--- src/hw/rtl/itrd_pkg.sv ---
// ----------------------------------------------------------------------------
// itrd_pkg
// Shared constants, types and helpers for the integer to radix digits block.
// ----------------------------------------------------------------------------
`default_nettype none

package itrd_pkg;

    localparam int VALUE_BITS_DEFAULT = 32;
    localparam int INPUT_WIDTH        = 32;
    localparam int RADIX_WIDTH        = 5;
    localparam int DIGIT_WIDTH        = 4;
    localparam int CHAR_WIDTH         = 7;
    localparam int STORE_DEPTH        = 32;
    localparam int INDEX_WIDTH        = 5;
    localparam int COUNT_WIDTH        = 6;
    localparam int DIV_BITS           = 8;
    localparam int QUEUE_DEPTH        = 2;

    localparam logic [RADIX_WIDTH-1:0] RADIX_RESET = 5'd10;
    localparam logic [RADIX_WIDTH-1:0] RADIX_MIN   = 5'd2;
    localparam logic [RADIX_WIDTH-1:0] RADIX_MAX   = 5'd16;

    localparam logic [CHAR_WIDTH-1:0]  ASCII_ZERO        = 7'd48;
    localparam logic [CHAR_WIDTH-1:0]  ASCII_LETTER_BASE = 7'd55;
    localparam logic [DIGIT_WIDTH-1:0] DECIMAL_LIMIT     = 4'd10;

    typedef enum logic [1:0] {
        BK_IDLE,
        BK_DIV,
        BK_READ,
        BK_EMIT
    } back_state_t;

    function automatic logic [CHAR_WIDTH-1:0] to_ascii(input logic [DIGIT_WIDTH-1:0] d);
        logic [CHAR_WIDTH-1:0] base;
        base = (d < DECIMAL_LIMIT) ? ASCII_ZERO : ASCII_LETTER_BASE;
        return base + CHAR_WIDTH'(d);
    endfunction

endpackage

`default_nettype wire

--- src/hw/rtl/itrd_front.sv ---
// ----------------------------------------------------------------------------
// itrd_front
// Holds the radix register, accepts values, trims them to the value width
// and pairs each with its saturated radix for the queue.
// ----------------------------------------------------------------------------
`default_nettype none

module itrd_front #(
    parameter int VALUE_BITS = itrd_pkg::VALUE_BITS_DEFAULT
) (
    input  wire logic                                clk,
    input  wire logic                                rst_n,
    input  wire logic                                radix_we,
    input  wire logic [itrd_pkg::RADIX_WIDTH-1:0]    radix,
    input  wire logic                                in_valid,
    output logic                                     in_ready,
    input  wire logic [itrd_pkg::INPUT_WIDTH-1:0]    value,
    output logic                                     push_valid,
    input  wire logic                                push_ready,
    output logic [((((VALUE_BITS < itrd_pkg::INPUT_WIDTH) ? VALUE_BITS :
                     itrd_pkg::INPUT_WIDTH) + itrd_pkg::DIV_BITS - 1) /
                   itrd_pkg::DIV_BITS) * itrd_pkg::DIV_BITS - 1:0] push_value,
    output logic [itrd_pkg::RADIX_WIDTH-1:0]         push_radix
);

    localparam int QW = (VALUE_BITS < itrd_pkg::INPUT_WIDTH) ? VALUE_BITS
                                                             : itrd_pkg::INPUT_WIDTH;
    localparam int CH = (QW + itrd_pkg::DIV_BITS - 1) / itrd_pkg::DIV_BITS;
    localparam int QP = CH * itrd_pkg::DIV_BITS;

    logic [itrd_pkg::RADIX_WIDTH-1:0] radix_reg;

    always_ff @(posedge clk or negedge rst_n)
    begin
        if (!rst_n)
        begin
            radix_reg <= itrd_pkg::RADIX_RESET;
        end
        else if (radix_we)
        begin
            radix_reg <= radix;
        end
    end

    always_comb
    begin
        if (radix_reg < itrd_pkg::RADIX_MIN)
        begin
            push_radix = itrd_pkg::RADIX_MIN;
        end
        else if (radix_reg > itrd_pkg::RADIX_MAX)
        begin
            push_radix = itrd_pkg::RADIX_MAX;
        end
        else
        begin
            push_radix = radix_reg;
        end
    end

    assign push_value = QP'(value[QW-1:0]);
    assign push_valid = in_valid;
    assign in_ready   = push_ready;

endmodule

`default_nettype wire

--- src/hw/rtl/itrd_queue.sv ---
// ----------------------------------------------------------------------------
// itrd_queue
// Short register queue between the front and the digit engine.
// ----------------------------------------------------------------------------
`default_nettype none

module itrd_queue #(
    parameter int WIDTH = itrd_pkg::INPUT_WIDTH + itrd_pkg::RADIX_WIDTH,
    parameter int DEPTH = itrd_pkg::QUEUE_DEPTH
) (
    input  wire logic             clk,
    input  wire logic             rst_n,
    input  wire logic             push_valid,
    output logic                  push_ready,
    input  wire logic [WIDTH-1:0] push_data,
    output logic                  pop_valid,
    input  wire logic             pop_ready,
    output logic [WIDTH-1:0]      pop_data
);

    localparam int PW = (DEPTH > 1) ? $clog2(DEPTH) : 1;
    localparam int CW = $clog2(DEPTH + 1);

    logic [WIDTH-1:0] entry_reg [DEPTH];
    logic [PW-1:0]    wr_ptr_reg;
    logic [PW-1:0]    rd_ptr_reg;
    logic [CW-1:0]    fill_reg;
    logic             push;
    logic             pop;

    assign push_ready = (fill_reg != CW'(DEPTH));
    assign pop_valid  = (fill_reg != '0);
    assign push       = push_valid && push_ready;
    assign pop        = pop_valid && pop_ready;
    assign pop_data   = entry_reg[rd_ptr_reg];

    always_ff @(posedge clk or negedge rst_n)
    begin
        if (!rst_n)
        begin
            wr_ptr_reg <= '0;
            rd_ptr_reg <= '0;
            fill_reg   <= '0;
        end
        else
        begin
            if (push)
            begin
                wr_ptr_reg <= (wr_ptr_reg == PW'(DEPTH - 1)) ? '0 : wr_ptr_reg + 1'b1;
            end
            if (pop)
            begin
                rd_ptr_reg <= (rd_ptr_reg == PW'(DEPTH - 1)) ? '0 : rd_ptr_reg + 1'b1;
            end
            if (push && !pop)
            begin
                fill_reg <= fill_reg + 1'b1;
            end
            else if (pop && !push)
            begin
                fill_reg <= fill_reg - 1'b1;
            end
        end
    end

    always_ff @(posedge clk)
    begin
        if (push)
        begin
            entry_reg[wr_ptr_reg] <= push_data;
        end
    end

endmodule

`default_nettype wire

--- src/hw/rtl/itrd_back.sv ---
// ----------------------------------------------------------------------------
// itrd_back
// Digit engine: repeated division by the radix, eight dividend bits per
// cycle, remainders into the digit store, then emission most significant
// first through an output register.
// ----------------------------------------------------------------------------
`default_nettype none

module itrd_back #(
    parameter int VALUE_BITS = itrd_pkg::VALUE_BITS_DEFAULT
) (
    input  wire logic                                clk,
    input  wire logic                                rst_n,
    input  wire logic                                q_valid,
    output logic                                     q_ready,
    input  wire logic [((((VALUE_BITS < itrd_pkg::INPUT_WIDTH) ? VALUE_BITS :
                          itrd_pkg::INPUT_WIDTH) + itrd_pkg::DIV_BITS - 1) /
                        itrd_pkg::DIV_BITS) * itrd_pkg::DIV_BITS - 1:0] q_value,
    input  wire logic [itrd_pkg::RADIX_WIDTH-1:0]    q_radix,
    output logic                                     out_valid,
    input  wire logic                                out_ready,
    output logic [itrd_pkg::CHAR_WIDTH-1:0]          digit_char,
    output logic                                     last
);

    localparam int QW = (VALUE_BITS < itrd_pkg::INPUT_WIDTH) ? VALUE_BITS
                                                             : itrd_pkg::INPUT_WIDTH;
    localparam int CH = (QW + itrd_pkg::DIV_BITS - 1) / itrd_pkg::DIV_BITS;
    localparam int QP = CH * itrd_pkg::DIV_BITS;
    localparam int CW = (CH > 1) ? $clog2(CH) : 1;
    localparam int DB = itrd_pkg::DIV_BITS;

    itrd_pkg::back_state_t state_reg;
    itrd_pkg::back_state_t state_next;

    logic [QP-1:0]                        dvd_reg;
    logic [QP-1:0]                        dvd_next;
    logic [itrd_pkg::DIGIT_WIDTH-1:0]     rem_reg;
    logic [itrd_pkg::DIGIT_WIDTH-1:0]     rem_next;
    logic [itrd_pkg::RADIX_WIDTH-1:0]     radix_reg;
    logic [CW-1:0]                        chunk_reg;
    logic [itrd_pkg::COUNT_WIDTH-1:0]     count_reg;
    logic [itrd_pkg::INDEX_WIDTH-1:0]     ptr_reg;
    logic [itrd_pkg::DIGIT_WIDTH-1:0]     rd_data_reg;
    logic [itrd_pkg::DIGIT_WIDTH-1:0]     store [itrd_pkg::STORE_DEPTH];
    logic                                 out_valid_reg;
    logic [itrd_pkg::CHAR_WIDTH-1:0]      digit_char_reg;
    logic                                 last_reg;

    logic [DB-1:0]                        qbits;
    logic [itrd_pkg::RADIX_WIDTH-1:0]     trial;
    logic [itrd_pkg::DIGIT_WIDTH-1:0]     part;

    logic chunk_last;
    logic count_full;
    logic quot_zero;
    logic out_free;
    logic q_pop;
    logic div_step;
    logic digit_we;
    logic rd_en;
    logic emit_load;

    // restoring long division over one byte of the dividend
    always_comb
    begin
        part  = rem_reg;
        trial = '0;
        qbits = '0;
        for (int i = 0; i < DB; i++)
        begin
            trial = {part, dvd_reg[QP-1-i]};
            if (trial >= radix_reg)
            begin
                trial          = trial - radix_reg;
                qbits[DB-1-i] = 1'b1;
            end
            part = trial[itrd_pkg::DIGIT_WIDTH-1:0];
        end
        rem_next = part;
    end

    assign dvd_next   = QP'({dvd_reg, qbits});
    assign chunk_last = (chunk_reg == CW'(CH - 1));
    assign count_full = (count_reg == itrd_pkg::COUNT_WIDTH'(itrd_pkg::STORE_DEPTH - 1));
    assign quot_zero  = (dvd_next == '0);
    assign out_free   = !out_valid_reg || out_ready;

    always_comb
    begin
        state_next = state_reg;
        unique case (state_reg)
            itrd_pkg::BK_IDLE:
            begin
                if (q_valid)
                begin
                    state_next = itrd_pkg::BK_DIV;
                end
            end
            itrd_pkg::BK_DIV:
            begin
                if (chunk_last && (quot_zero || count_full))
                begin
                    state_next = itrd_pkg::BK_READ;
                end
            end
            itrd_pkg::BK_READ:
            begin
                state_next = itrd_pkg::BK_EMIT;
            end
            itrd_pkg::BK_EMIT:
            begin
                if (out_free)
                begin
                    state_next = (ptr_reg == '0) ? itrd_pkg::BK_IDLE : itrd_pkg::BK_READ;
                end
            end
            default:
            begin
                state_next = itrd_pkg::BK_IDLE;
            end
        endcase
    end

    always_comb
    begin
        q_ready   = (state_reg == itrd_pkg::BK_IDLE);
        div_step  = (state_reg == itrd_pkg::BK_DIV);
        digit_we  = (state_reg == itrd_pkg::BK_DIV) && chunk_last;
        rd_en     = (state_reg == itrd_pkg::BK_READ);
        emit_load = (state_reg == itrd_pkg::BK_EMIT) && out_free;
    end

    assign q_pop = q_valid && q_ready;

    always_ff @(posedge clk or negedge rst_n)
    begin
        if (!rst_n)
        begin
            state_reg     <= itrd_pkg::BK_IDLE;
            chunk_reg     <= '0;
            count_reg     <= '0;
            ptr_reg       <= '0;
            out_valid_reg <= 1'b0;
        end
        else
        begin
            state_reg <= state_next;
            if (q_pop)
            begin
                chunk_reg <= '0;
                count_reg <= '0;
            end
            else if (div_step)
            begin
                chunk_reg <= chunk_last ? '0 : chunk_reg + 1'b1;
                if (chunk_last)
                begin
                    count_reg <= count_reg + 1'b1;
                end
            end
            if (digit_we)
            begin
                ptr_reg <= count_reg[itrd_pkg::INDEX_WIDTH-1:0];
            end
            else if (emit_load && ptr_reg != '0)
            begin
                ptr_reg <= ptr_reg - 1'b1;
            end
            if (emit_load)
            begin
                out_valid_reg <= 1'b1;
            end
            else if (out_ready)
            begin
                out_valid_reg <= 1'b0;
            end
        end
    end

    always_ff @(posedge clk)
    begin
        if (q_pop)
        begin
            dvd_reg   <= q_value;
            radix_reg <= q_radix;
            rem_reg   <= '0;
        end
        else if (div_step)
        begin
            dvd_reg <= dvd_next;
            rem_reg <= chunk_last ? '0 : rem_next;
        end
        if (emit_load)
        begin
            digit_char_reg <= itrd_pkg::to_ascii(rd_data_reg);
            last_reg       <= (ptr_reg == '0);
        end
    end

    always_ff @(posedge clk)
    begin
        if (digit_we)
        begin
            store[count_reg[itrd_pkg::INDEX_WIDTH-1:0]] <= rem_next;
        end
        if (rd_en)
        begin
            rd_data_reg <= store[ptr_reg];
        end
    end

    assign out_valid  = out_valid_reg;
    assign digit_char = digit_char_reg;
    assign last       = last_reg;

endmodule

`default_nettype wire

--- src/hw/rtl/integer_to_radix_digits.sv ---
// ----------------------------------------------------------------------------
// integer_to_radix_digits
// Converts an unsigned value to ASCII digits in a base from 2 to 16.
// ----------------------------------------------------------------------------
// Each value transfer yields one character per digit, most significant first,
// '0'-'9' then 'A'-'F', with last set on the final digit; zero gives a single
// '0'. The radix register (reset 10) saturates to 2..16 and is sampled when a
// value enters; write it only while the block is idle. In the digit engine the
// divider retires eight bits of the used value width per cycle, and every digit
// is then read back from the digit store and loaded into the output register. A
// two-entry queue lets new values enter while a conversion runs.
// ----------------------------------------------------------------------------
`default_nettype none

module integer_to_radix_digits #(
    parameter int VALUE_BITS = itrd_pkg::VALUE_BITS_DEFAULT
) (
    input  wire logic                                clk,
    input  wire logic                                rst_n,
    input  wire logic                                radix_we,
    input  wire logic [itrd_pkg::RADIX_WIDTH-1:0]    radix,
    input  wire logic                                in_valid,
    output logic                                     in_ready,
    input  wire logic [itrd_pkg::INPUT_WIDTH-1:0]    value,
    output logic                                     out_valid,
    input  wire logic                                out_ready,
    output logic [itrd_pkg::CHAR_WIDTH-1:0]          digit_char,
    output logic                                     last
);

    localparam int QW = (VALUE_BITS < itrd_pkg::INPUT_WIDTH) ? VALUE_BITS
                                                             : itrd_pkg::INPUT_WIDTH;
    localparam int CH = (QW + itrd_pkg::DIV_BITS - 1) / itrd_pkg::DIV_BITS;
    localparam int QP = CH * itrd_pkg::DIV_BITS;
    localparam int EW = QP + itrd_pkg::RADIX_WIDTH;

    logic                             push_valid;
    logic                             push_ready;
    logic [QP-1:0]                    push_value;
    logic [itrd_pkg::RADIX_WIDTH-1:0] push_radix;
    logic                             q_valid;
    logic                             q_ready;
    logic [EW-1:0]                    q_data;

    itrd_front #(
        .VALUE_BITS (VALUE_BITS)
    ) u_front (
        .clk        (clk),
        .rst_n      (rst_n),
        .radix_we   (radix_we),
        .radix      (radix),
        .in_valid   (in_valid),
        .in_ready   (in_ready),
        .value      (value),
        .push_valid (push_valid),
        .push_ready (push_ready),
        .push_value (push_value),
        .push_radix (push_radix)
    );

    itrd_queue #(
        .WIDTH (EW),
        .DEPTH (itrd_pkg::QUEUE_DEPTH)
    ) u_queue (
        .clk        (clk),
        .rst_n      (rst_n),
        .push_valid (push_valid),
        .push_ready (push_ready),
        .push_data  ({push_value, push_radix}),
        .pop_valid  (q_valid),
        .pop_ready  (q_ready),
        .pop_data   (q_data)
    );

    itrd_back #(
        .VALUE_BITS (VALUE_BITS)
    ) u_back (
        .clk        (clk),
        .rst_n      (rst_n),
        .q_valid    (q_valid),
        .q_ready    (q_ready),
        .q_value    (q_data[EW-1:itrd_pkg::RADIX_WIDTH]),
        .q_radix    (q_data[itrd_pkg::RADIX_WIDTH-1:0]),
        .out_valid  (out_valid),
        .out_ready  (out_ready),
        .digit_char (digit_char),
        .last       (last)
    );

endmodule

`default_nettype wire

--- config.mk ---
export PLATFORM = sky130hd
export DESIGN_NAME = integer_to_radix_digits
export DESIGN_NICKNAME = d
export VERILOG_FILES = /design/src/hw/rtl/itrd_pkg.sv /design/src/hw/rtl/itrd_front.sv /design/src/hw/rtl/itrd_queue.sv /design/src/hw/rtl/itrd_back.sv /design/src/hw/rtl/integer_to_radix_digits.sv
export SDC_FILE = /design/constraint.sdc
export NUM_CORES = 1
export LEC_CHECK = 0
export BUFFER_PORTS_ARGS = -buffer_cell sky130_fd_sc_hd__buf_2
export CAP_MARGIN = 20
export CORE_MARGIN = 1.5
export CORE_UTILIZATION = 60
export DETAILED_ROUTE_END_ITERATION = 7
export MAX_ROUTING_LAYER = met4
export PLACE_DENSITY_LB_ADDON = 0.25
export SLEW_MARGIN = 20
export SYNTH_ARGS = -nofsm -noshare
export SYNTH_HDL_FRONTEND = slang
export SYNTH_HIERARCHICAL = 1
export SYNTH_SLANG_ARGS = --single-unit
--- constraint.sdc ---
create_clock -name clk -period 31.1 [get_ports clk]
set_input_delay 6.22 -clock clk [delete_from_list [all_inputs] [get_ports clk]]
set_output_delay 6.22 -clock clk [all_outputs]
set_load 0.01 [all_outputs]
# Word-level counts from Yosys, hierarchy flattened
# Memories as Yosys holds them, arrays and structs flattened. A register that Yosys moved wholly into a read port is not among the register bits.
# Index checks and enable logic that the tools add are counted.
[word_totals]
input_bits = 42
memories = 2
latch_bits = 0
wordCells = 122
output_inout_bits = 10
reg_bits = 74
mem_bits_ro = 0
ramBits = 202
[classes]
n_mux = 45
eq_ne = 9
order_cmp = 11
n_addsub = 16
reduce_logical = 25
n_div = 0
n_shift = 0
multipliers = 0
bitwise = 0
[mem_list]
columns = ["name", "words", "word_bits", "rd", "rd_ports_with_merged_regs", "write_ports", "line_no", "text"]
rows = [
  ["u_back.store", 32, 4, 1, 1, 1, "itrd_back.sv:45", "logic [itrd_pkg::DIGIT_WIDTH-1:0] store [itrd_pkg::STORE_DEPTH];"],
  ["u_queue.entry_reg", 2, 37, 1, 0, 1, "itrd_queue.sv:24", "logic [WIDTH-1:0] entry_reg [DEPTH];"],
]
[ops]
columns = ["cell", "count"]
rows = [
  ["$mux W32", 2],
  ["$ge A5 B5 Y1", 8],
  ["$mux W4", 9],
  ["$logic_not A32 Y1", 1],
  ["$sub A4 B4 Y4", 8],
  ["$mux W5", 4],
  ["$mux W2", 9],
  ["$mux W6", 3],
  ["$mux W1", 16],
  ["$reduce_bool A2 Y1", 6],
  ["$logic_and A1 B1 Y1", 8],
  ["$pmux W2 S4", 1],
  ["$add A7 B4 Y7", 1],
  ["$add A6 B1 Y6 const B", 1],
  ["$eq A2 B2 Y1 const B", 3],
  ["$eq A6 B5 Y1 const B", 1],
  ["$gt A5 B5 Y1 const B", 1],
  ["$logic_not A5 Y1", 1],
  ["$lt A5 B2 Y1 const B", 1],
  ["$reduce_bool A5 Y1", 1],
  ["$sub A5 B1 Y5 const B", 1],
  ["$add A2 B1 Y2 const B", 2],
  ["$lt A4 B4 Y1 const B", 1],
  ["$ne A2 B1 Y1 const B", 2],
  ["other kinds (10)", 15],
]

# Depth between registers and ports, before layout
[logic_depth]
ltp_word = 21
depth_mapped = 49
depth_no_buf = 48

# Hierarchy
# The synthesis kept the hierarchy.
[modules_own_cells]
columns = ["module", "area_per_inst_um2", "instances", "seq_area_each_um2", "cells_per_inst"]
rows = [
  ["itrd_back", 9972.1, 1, 5795.6, 789],
  ["itrd_queue", 2946.6, 1, 2322.2, 133],
  ["itrd_front", 481.7, 1, 127.6, 51],
]

# Worst setup path after synthesis
# OpenSTA, ideal clock, no wires.
[synth_timing]
path_kind = "register to register"
start = "register u_back/radix_reg[1] (netlist bit)"
end = "memory u_back/store[0][0] (netlist bit) (data pin)"
stages_incl_launch_ff = 44
arrival_time_ns = 10.499
required_ns = 30.716
setup_slack_ns = 20.217
n_path_buf = 1
synth_period_minus_slack_ns = 10.883
setup_time_ns = 0.384
cell_sequence = "edfxtp_1 inv_1 ha_1 a31oi_1 o21ai_2 mux2_4 ha_1 a21o_1 a31oi_1 o21ai_2 mux2i_1 ha_1 nand2_1 o21ai_1 and4b_1 nor4_2 inv_1 ha_1 (+8 left out) a31oi_1 mux2_2 inv_1 ha_1 nand2_1 o21ai_1 a31oi_2 mux2_2 ha_1 and2_1 a221oi_4 mux2i_1 ha_1 a21o_1 a31oi_1 o21ai_0 nor2_1 a21oi_1"
[synth_between]
elab_chain_cells = 16
word_cells_on_any_way = 23
cone_classes = "add/sub: 7; order compare: 8; mux: 8"
[synth_rtl]
columns = ["item", "line_no", "text"]
rows = [
  ["from (decl)", "itrd_back.sv:40", "logic [itrd_pkg::RADIX_WIDTH-1:0] radix_reg;"],
  ["from (signal assigned)", "itrd_back.sv:186", "radix_reg <= q_radix;"],
  ["$sub A4 B4 Y4 or $ge A5 B5 Y1 (tied branches)", "itrd_back.sv:75, itrd_back.sv:73", ""],
  ["$mux W4", "itrd_back.sv:73", "if (trial >= radix_reg)"],
  ["$sub A4 B4 Y4 or $ge A5 B5 Y1 (tied branches)", "itrd_back.sv:75, itrd_back.sv:73", ""],
  ["$mux W4", "itrd_back.sv:73", ""],
  ["$sub A4 B4 Y4 or $ge A5 B5 Y1 (tied branches)", "itrd_back.sv:75, itrd_back.sv:73", ""],
  ["$mux W4", "itrd_back.sv:73", ""],
  ["$ge A5 B5 Y1 or $sub A4 B4 Y4 (tied branches)", "itrd_back.sv:73, itrd_back.sv:75", ""],
  ["$mux W4", "itrd_back.sv:73", ""],
  ["$sub A4 B4 Y4 or $ge A5 B5 Y1 (tied branches)", "itrd_back.sv:75, itrd_back.sv:73", ""],
  ["$mux W4", "itrd_back.sv:73", ""],
  ["$sub A4 B4 Y4 or $ge A5 B5 Y1 (tied branches)", "itrd_back.sv:75, itrd_back.sv:73", ""],
  ["$mux W4", "itrd_back.sv:73", ""],
  ["$sub A4 B4 Y4 or $ge A5 B5 Y1 (tied branches)", "itrd_back.sv:75, itrd_back.sv:73", ""],
  ["$mux W4", "itrd_back.sv:73", ""],
  ["$ge A5 B5 Y1 *", "itrd_back.sv:73", ""],
  ["$mux W4 *", "itrd_back.sv:73", ""],
  ["net u_back.trial, one bit", "itrd_back.sv:51", "logic [itrd_pkg::RADIX_WIDTH-1:0] trial;"],
  ["to (decl)", "itrd_back.sv:45", ""],
]
# The timed path passes the listed nets; every way through them passes the cells marked *.

# Worst setup path after layout
[layout_timing]
start = "register u_back/radix_reg[1] (netlist bit)"
end = "memory u_back/store[16][2] (netlist bit) (data pin)"
[layout_between]
elab_chain_cells = 16
word_cells_on_any_way = 24
cone_classes = "add/sub: 8; order compare: 8; mux: 8"
[layout_rtl]
columns = ["item", "line_no"]
rows = [
  ["$sub A4 B4 Y4 or $ge A5 B5 Y1 (tied branches)", "itrd_back.sv:75, itrd_back.sv:73"],
  ["$mux W4", "itrd_back.sv:73"],
  ["$sub A4 B4 Y4 or $ge A5 B5 Y1 (tied branches)", "itrd_back.sv:75, itrd_back.sv:73"],
  ["$mux W4", "itrd_back.sv:73"],
  ["$sub A4 B4 Y4 or $ge A5 B5 Y1 (tied branches)", "itrd_back.sv:75, itrd_back.sv:73"],
  ["$mux W4", "itrd_back.sv:73"],
  ["$ge A5 B5 Y1 or $sub A4 B4 Y4 (tied branches)", "itrd_back.sv:73, itrd_back.sv:75"],
  ["$mux W4", "itrd_back.sv:73"],
  ["$sub A4 B4 Y4 or $ge A5 B5 Y1 (tied branches)", "itrd_back.sv:75, itrd_back.sv:73"],
  ["$mux W4", "itrd_back.sv:73"],
  ["$sub A4 B4 Y4 or $ge A5 B5 Y1 (tied branches)", "itrd_back.sv:75, itrd_back.sv:73"],
  ["$mux W4", "itrd_back.sv:73"],
  ["$ge A5 B5 Y1 or $sub A4 B4 Y4 (tied branches)", "itrd_back.sv:73, itrd_back.sv:75"],
  ["$mux W4", "itrd_back.sv:73"],
  ["$sub A4 B4 Y4 or $ge A5 B5 Y1 (tied branches)", "itrd_back.sv:75, itrd_back.sv:73"],
  ["$mux W4 *", "itrd_back.sv:73"],
  ["net u_back.trial, one bit", "itrd_back.sv:51"],
]
# Marked as above.

==> impl_metrics.json <==
{
  "outcome": "complete, no violations",
  "timing.final.max_slew_violations": 0,
  "synth.top_cell.area_share_pct": 56.2,
  "ioPinCount": 52,
  "worst_path_most_repeated_cell": "ha_1",
  "crit_arrival_ns": 12.51,
  "antenna_violating_nets_post_route": 0,
  "required_ns": 31.34,
  "fmax_mhz": 81.5,
  "place_congestion": 0.900,
  "cts-buffers-inserted": 29,
  "synth_cell_area_mm2": 0.0134,
  "yosys_register_bits": 280,
  "yosys.cell_types.count": 68,
  "cts_htree_levels": 1,
  "chipHeight_um": 152,
  "remaining_drc_errors": 0,
  "skew_ns": 0.0147,
  "fin_tns_setup_ns": 0,
  "post-synth-top-area-cell": "edfxtp_1",
  "grt_usage_pct": 23.1,
  "global_route_wire_length_before_repair_um": 40900,
  "port-buffer-count": 51,
  "synthFlopType": "edfxtp_1",
  "numPlacedInstances": 1243,
  "floorplan.core_area_mm2": 0.0219,
  "tritoncts": "done",
  "antenna_found_initial": 0,
  "detail_route.iter0.violations": 575,
  "die_width_um": 152,
  "holdBufCountCts": 0,
  "globalRouteOverflowTotal": 0,
  "num_antenna_cells": 0,
  "clkTransAtPathRegs_ns": 0.06,
  "maxSlewHeadroom_pct": 31.0,
  "cell_with_the_most_instances_after_synthesis": "edfxtp_1",
  "largest_stage_delay_on_the_critical_path_ns": 0.64,
  "drt-wirelength-per-cell_um": 19.9,
  "clock-sinks": 280,
  "final_layout_size_suffix_gt1_share_pct": 20.1,
  "final_min_period_over_clock_period_pct": 39.4,
  "floorplan_row_count": 54,
  "sequential_share_of_the_synthesized_area_pct": 61.5,
  "cts_setup_buffers": 0,
  "area_growth_syn_to_layout_pct": 9.83,
  "syn-mean-instance-area_um2": 13.8,
  "worst-setup-path-type": "reg2reg",
  "worstMarginPinSlew_ns": 1.02,
  "vias_per_cell": 6.00,
  "setup-violations-final": 0,
  "r2r_setup_slack_ns": 18.83,
  "dieArea_mm2": 0.0232,
  "detailedRoute.firstPassIterationCount": 5,
  "initial_standard_cell_utilization_of_the_core_pct": 61.2,
  "max_cap_viol_count": 0,
  "hold_path_class": "reg2reg",
  "cts-root-to-sink-buffers": 3,
  "hold_ws_ns": 0.494,
  "clk-insertion-delay-late_ns": 0.54,
  "ys_async_sr_fraction_pct": 8.93,
  "rsz0062_at_grt": "no",
  "post_cts_resized": 0,
  "end_kind": "flip-flop",
  "final_hold_viol_count": 0,
  "finalCriticalPeriod_ns": 12.27,
  "number_of_standard_cells_in_the_final_layout_excluding_fillers": 1298,
  "vias": 7791,
  "layout.nets": 1096,
  "synthTopCellsByArea": "edfxtp_1 56%, ha_1 4.6%, dfrtp_1 4.3%",
  "synth-warning-count": 6,
  "drt_wl_total_um": 25900,
  "synth_enable_flop_cells": 251,
  "dpl.hpwl_um": 17100,
  "path_max_fanout": 32,
  "critical_path_start_type": "flip-flop",
  "number_of_flip_flops_under_the_largest_register_name": 128,
  "grt_start_max_net_pins": 47,
  "timing.critical_path.slowest_stage_cell": "edfxtp_1",
  "net_count_after_synthesis": 1073,
  "synth_commonest_cells": "251 x edfxtp_1, 114 x nand2_1, 75 x nor2_1",
  "via_count_of_the_first_global_routing_pass": 7626,
  "synthCells": 973,
  "clk_root_buffer_cell": "clkbuf_16"
}
==> metal layers <==
layer  share of wire (%)  GRT usage, %  vias to the layer above  wire length (µm)
li1                    -             -                     3626                 -
met5                   0             -                        -                 0
met2                  47          35.8                      278             12200
met1                  45          33.7                     3845             11800
met4                 1.7          4.26                        0               429
met3                 5.8          3.04                       42              1510
==> worst max-delay path: cells and delay by family (launching register included) <==
family | cells | cell delay, ns
DFF | 1 | 0.64
and+or+nand+nor | 9 | 2.05
adders and majority gates | 8 | 2.45
buffers and inverters | 3 | 0.56
muxes | 6 | 2.36
AOI/OAI and AO/OA | 17 | 3.87
==> worst paths after layout <==
kind	startpoint	endpoint	cells after the start
worst max-delay path	u_back/radix_reg[1]	u_back/store[16][2]	43
worst min-delay path	u_back/rem_reg[2]	u_back/rem_reg[2]	2
worst max register to register	u_back/radix_reg[1]	u_back/store[16][2]	43
worst min register to register	u_back/rem_reg[2]	u_back/rem_reg[2]	2
max in group asynchronous	rst_n	u_back/ptr_reg[0]	1
min in group asynchronous	rst_n	u_back/count_reg[5]	1
==> kinds of logic (layout without fill, tap and decap cells) <==
kind of cell               after synthesis  in the layout  synth area share (%)
DFF                                    280            280                  61.5
and+or+nand+nor                        252            252                  8.33
AOI/OAI and AO/OA                      144            144                  7.20
buffers and inverters                  106            151                  4.34
muxes                                  105            105                  10.8
adders and majority gates               58             58                  5.92
xor gates and xnor gates                28             28                  1.83
==> cell usage in the layout (no fill, tap or decap), drive strengths merged, types with 3 or more instances in the layout <==
cell / instances
a22o: 3
o21a: 5
and3: 3
a31o: 3
and2: 5
o221ai: 7
a31oi: 7
bufinv: 6
nor2b: 11
buf: 60
nor3: 4
or2: 3
a211oi: 5
clkinv: 14
mux2i: 29
nor2: 75
nand2b: 11
xor2: 11
nand2: 114
o31ai: 6
clkbuf: 30
mux4: 20
nor4: 7
nand3: 5
mux2: 56
inv: 39
a21o: 17
a21oi: 45
o21ai: 23
o22ai: 6
nand4: 3
xnor2: 17
edfxtp: 251
dfxtp: 4
fa: 9
dfrtp: 23
ha: 49
==> layout make-up <==
type	instances	area [µm²]
sequential	280	8250
fill	1533	7170
multi-input combinational	587	4590
clock buffer	30	729
timing repair buffer	60	375
tap	280	350
clock inverter	23	280
inverter	38	143
==> stage by stage <==
step           util [%]  setup WS [ns]  instance area [µm²]
2_1_floorplan         -          20.22                13400
3_3_place_gp       62.3          19.11                13600
3_5_place_dp       62.4          18.55                13700
4_1_cts            67.0          18.51                14700
5_1_grt            67.2          17.81                14700
6_report           67.2          18.83                14700
Power is left out: the tool's default activity adds up to more than one toggle a clock period on the data nets, which glitch-free logic cannot reach.
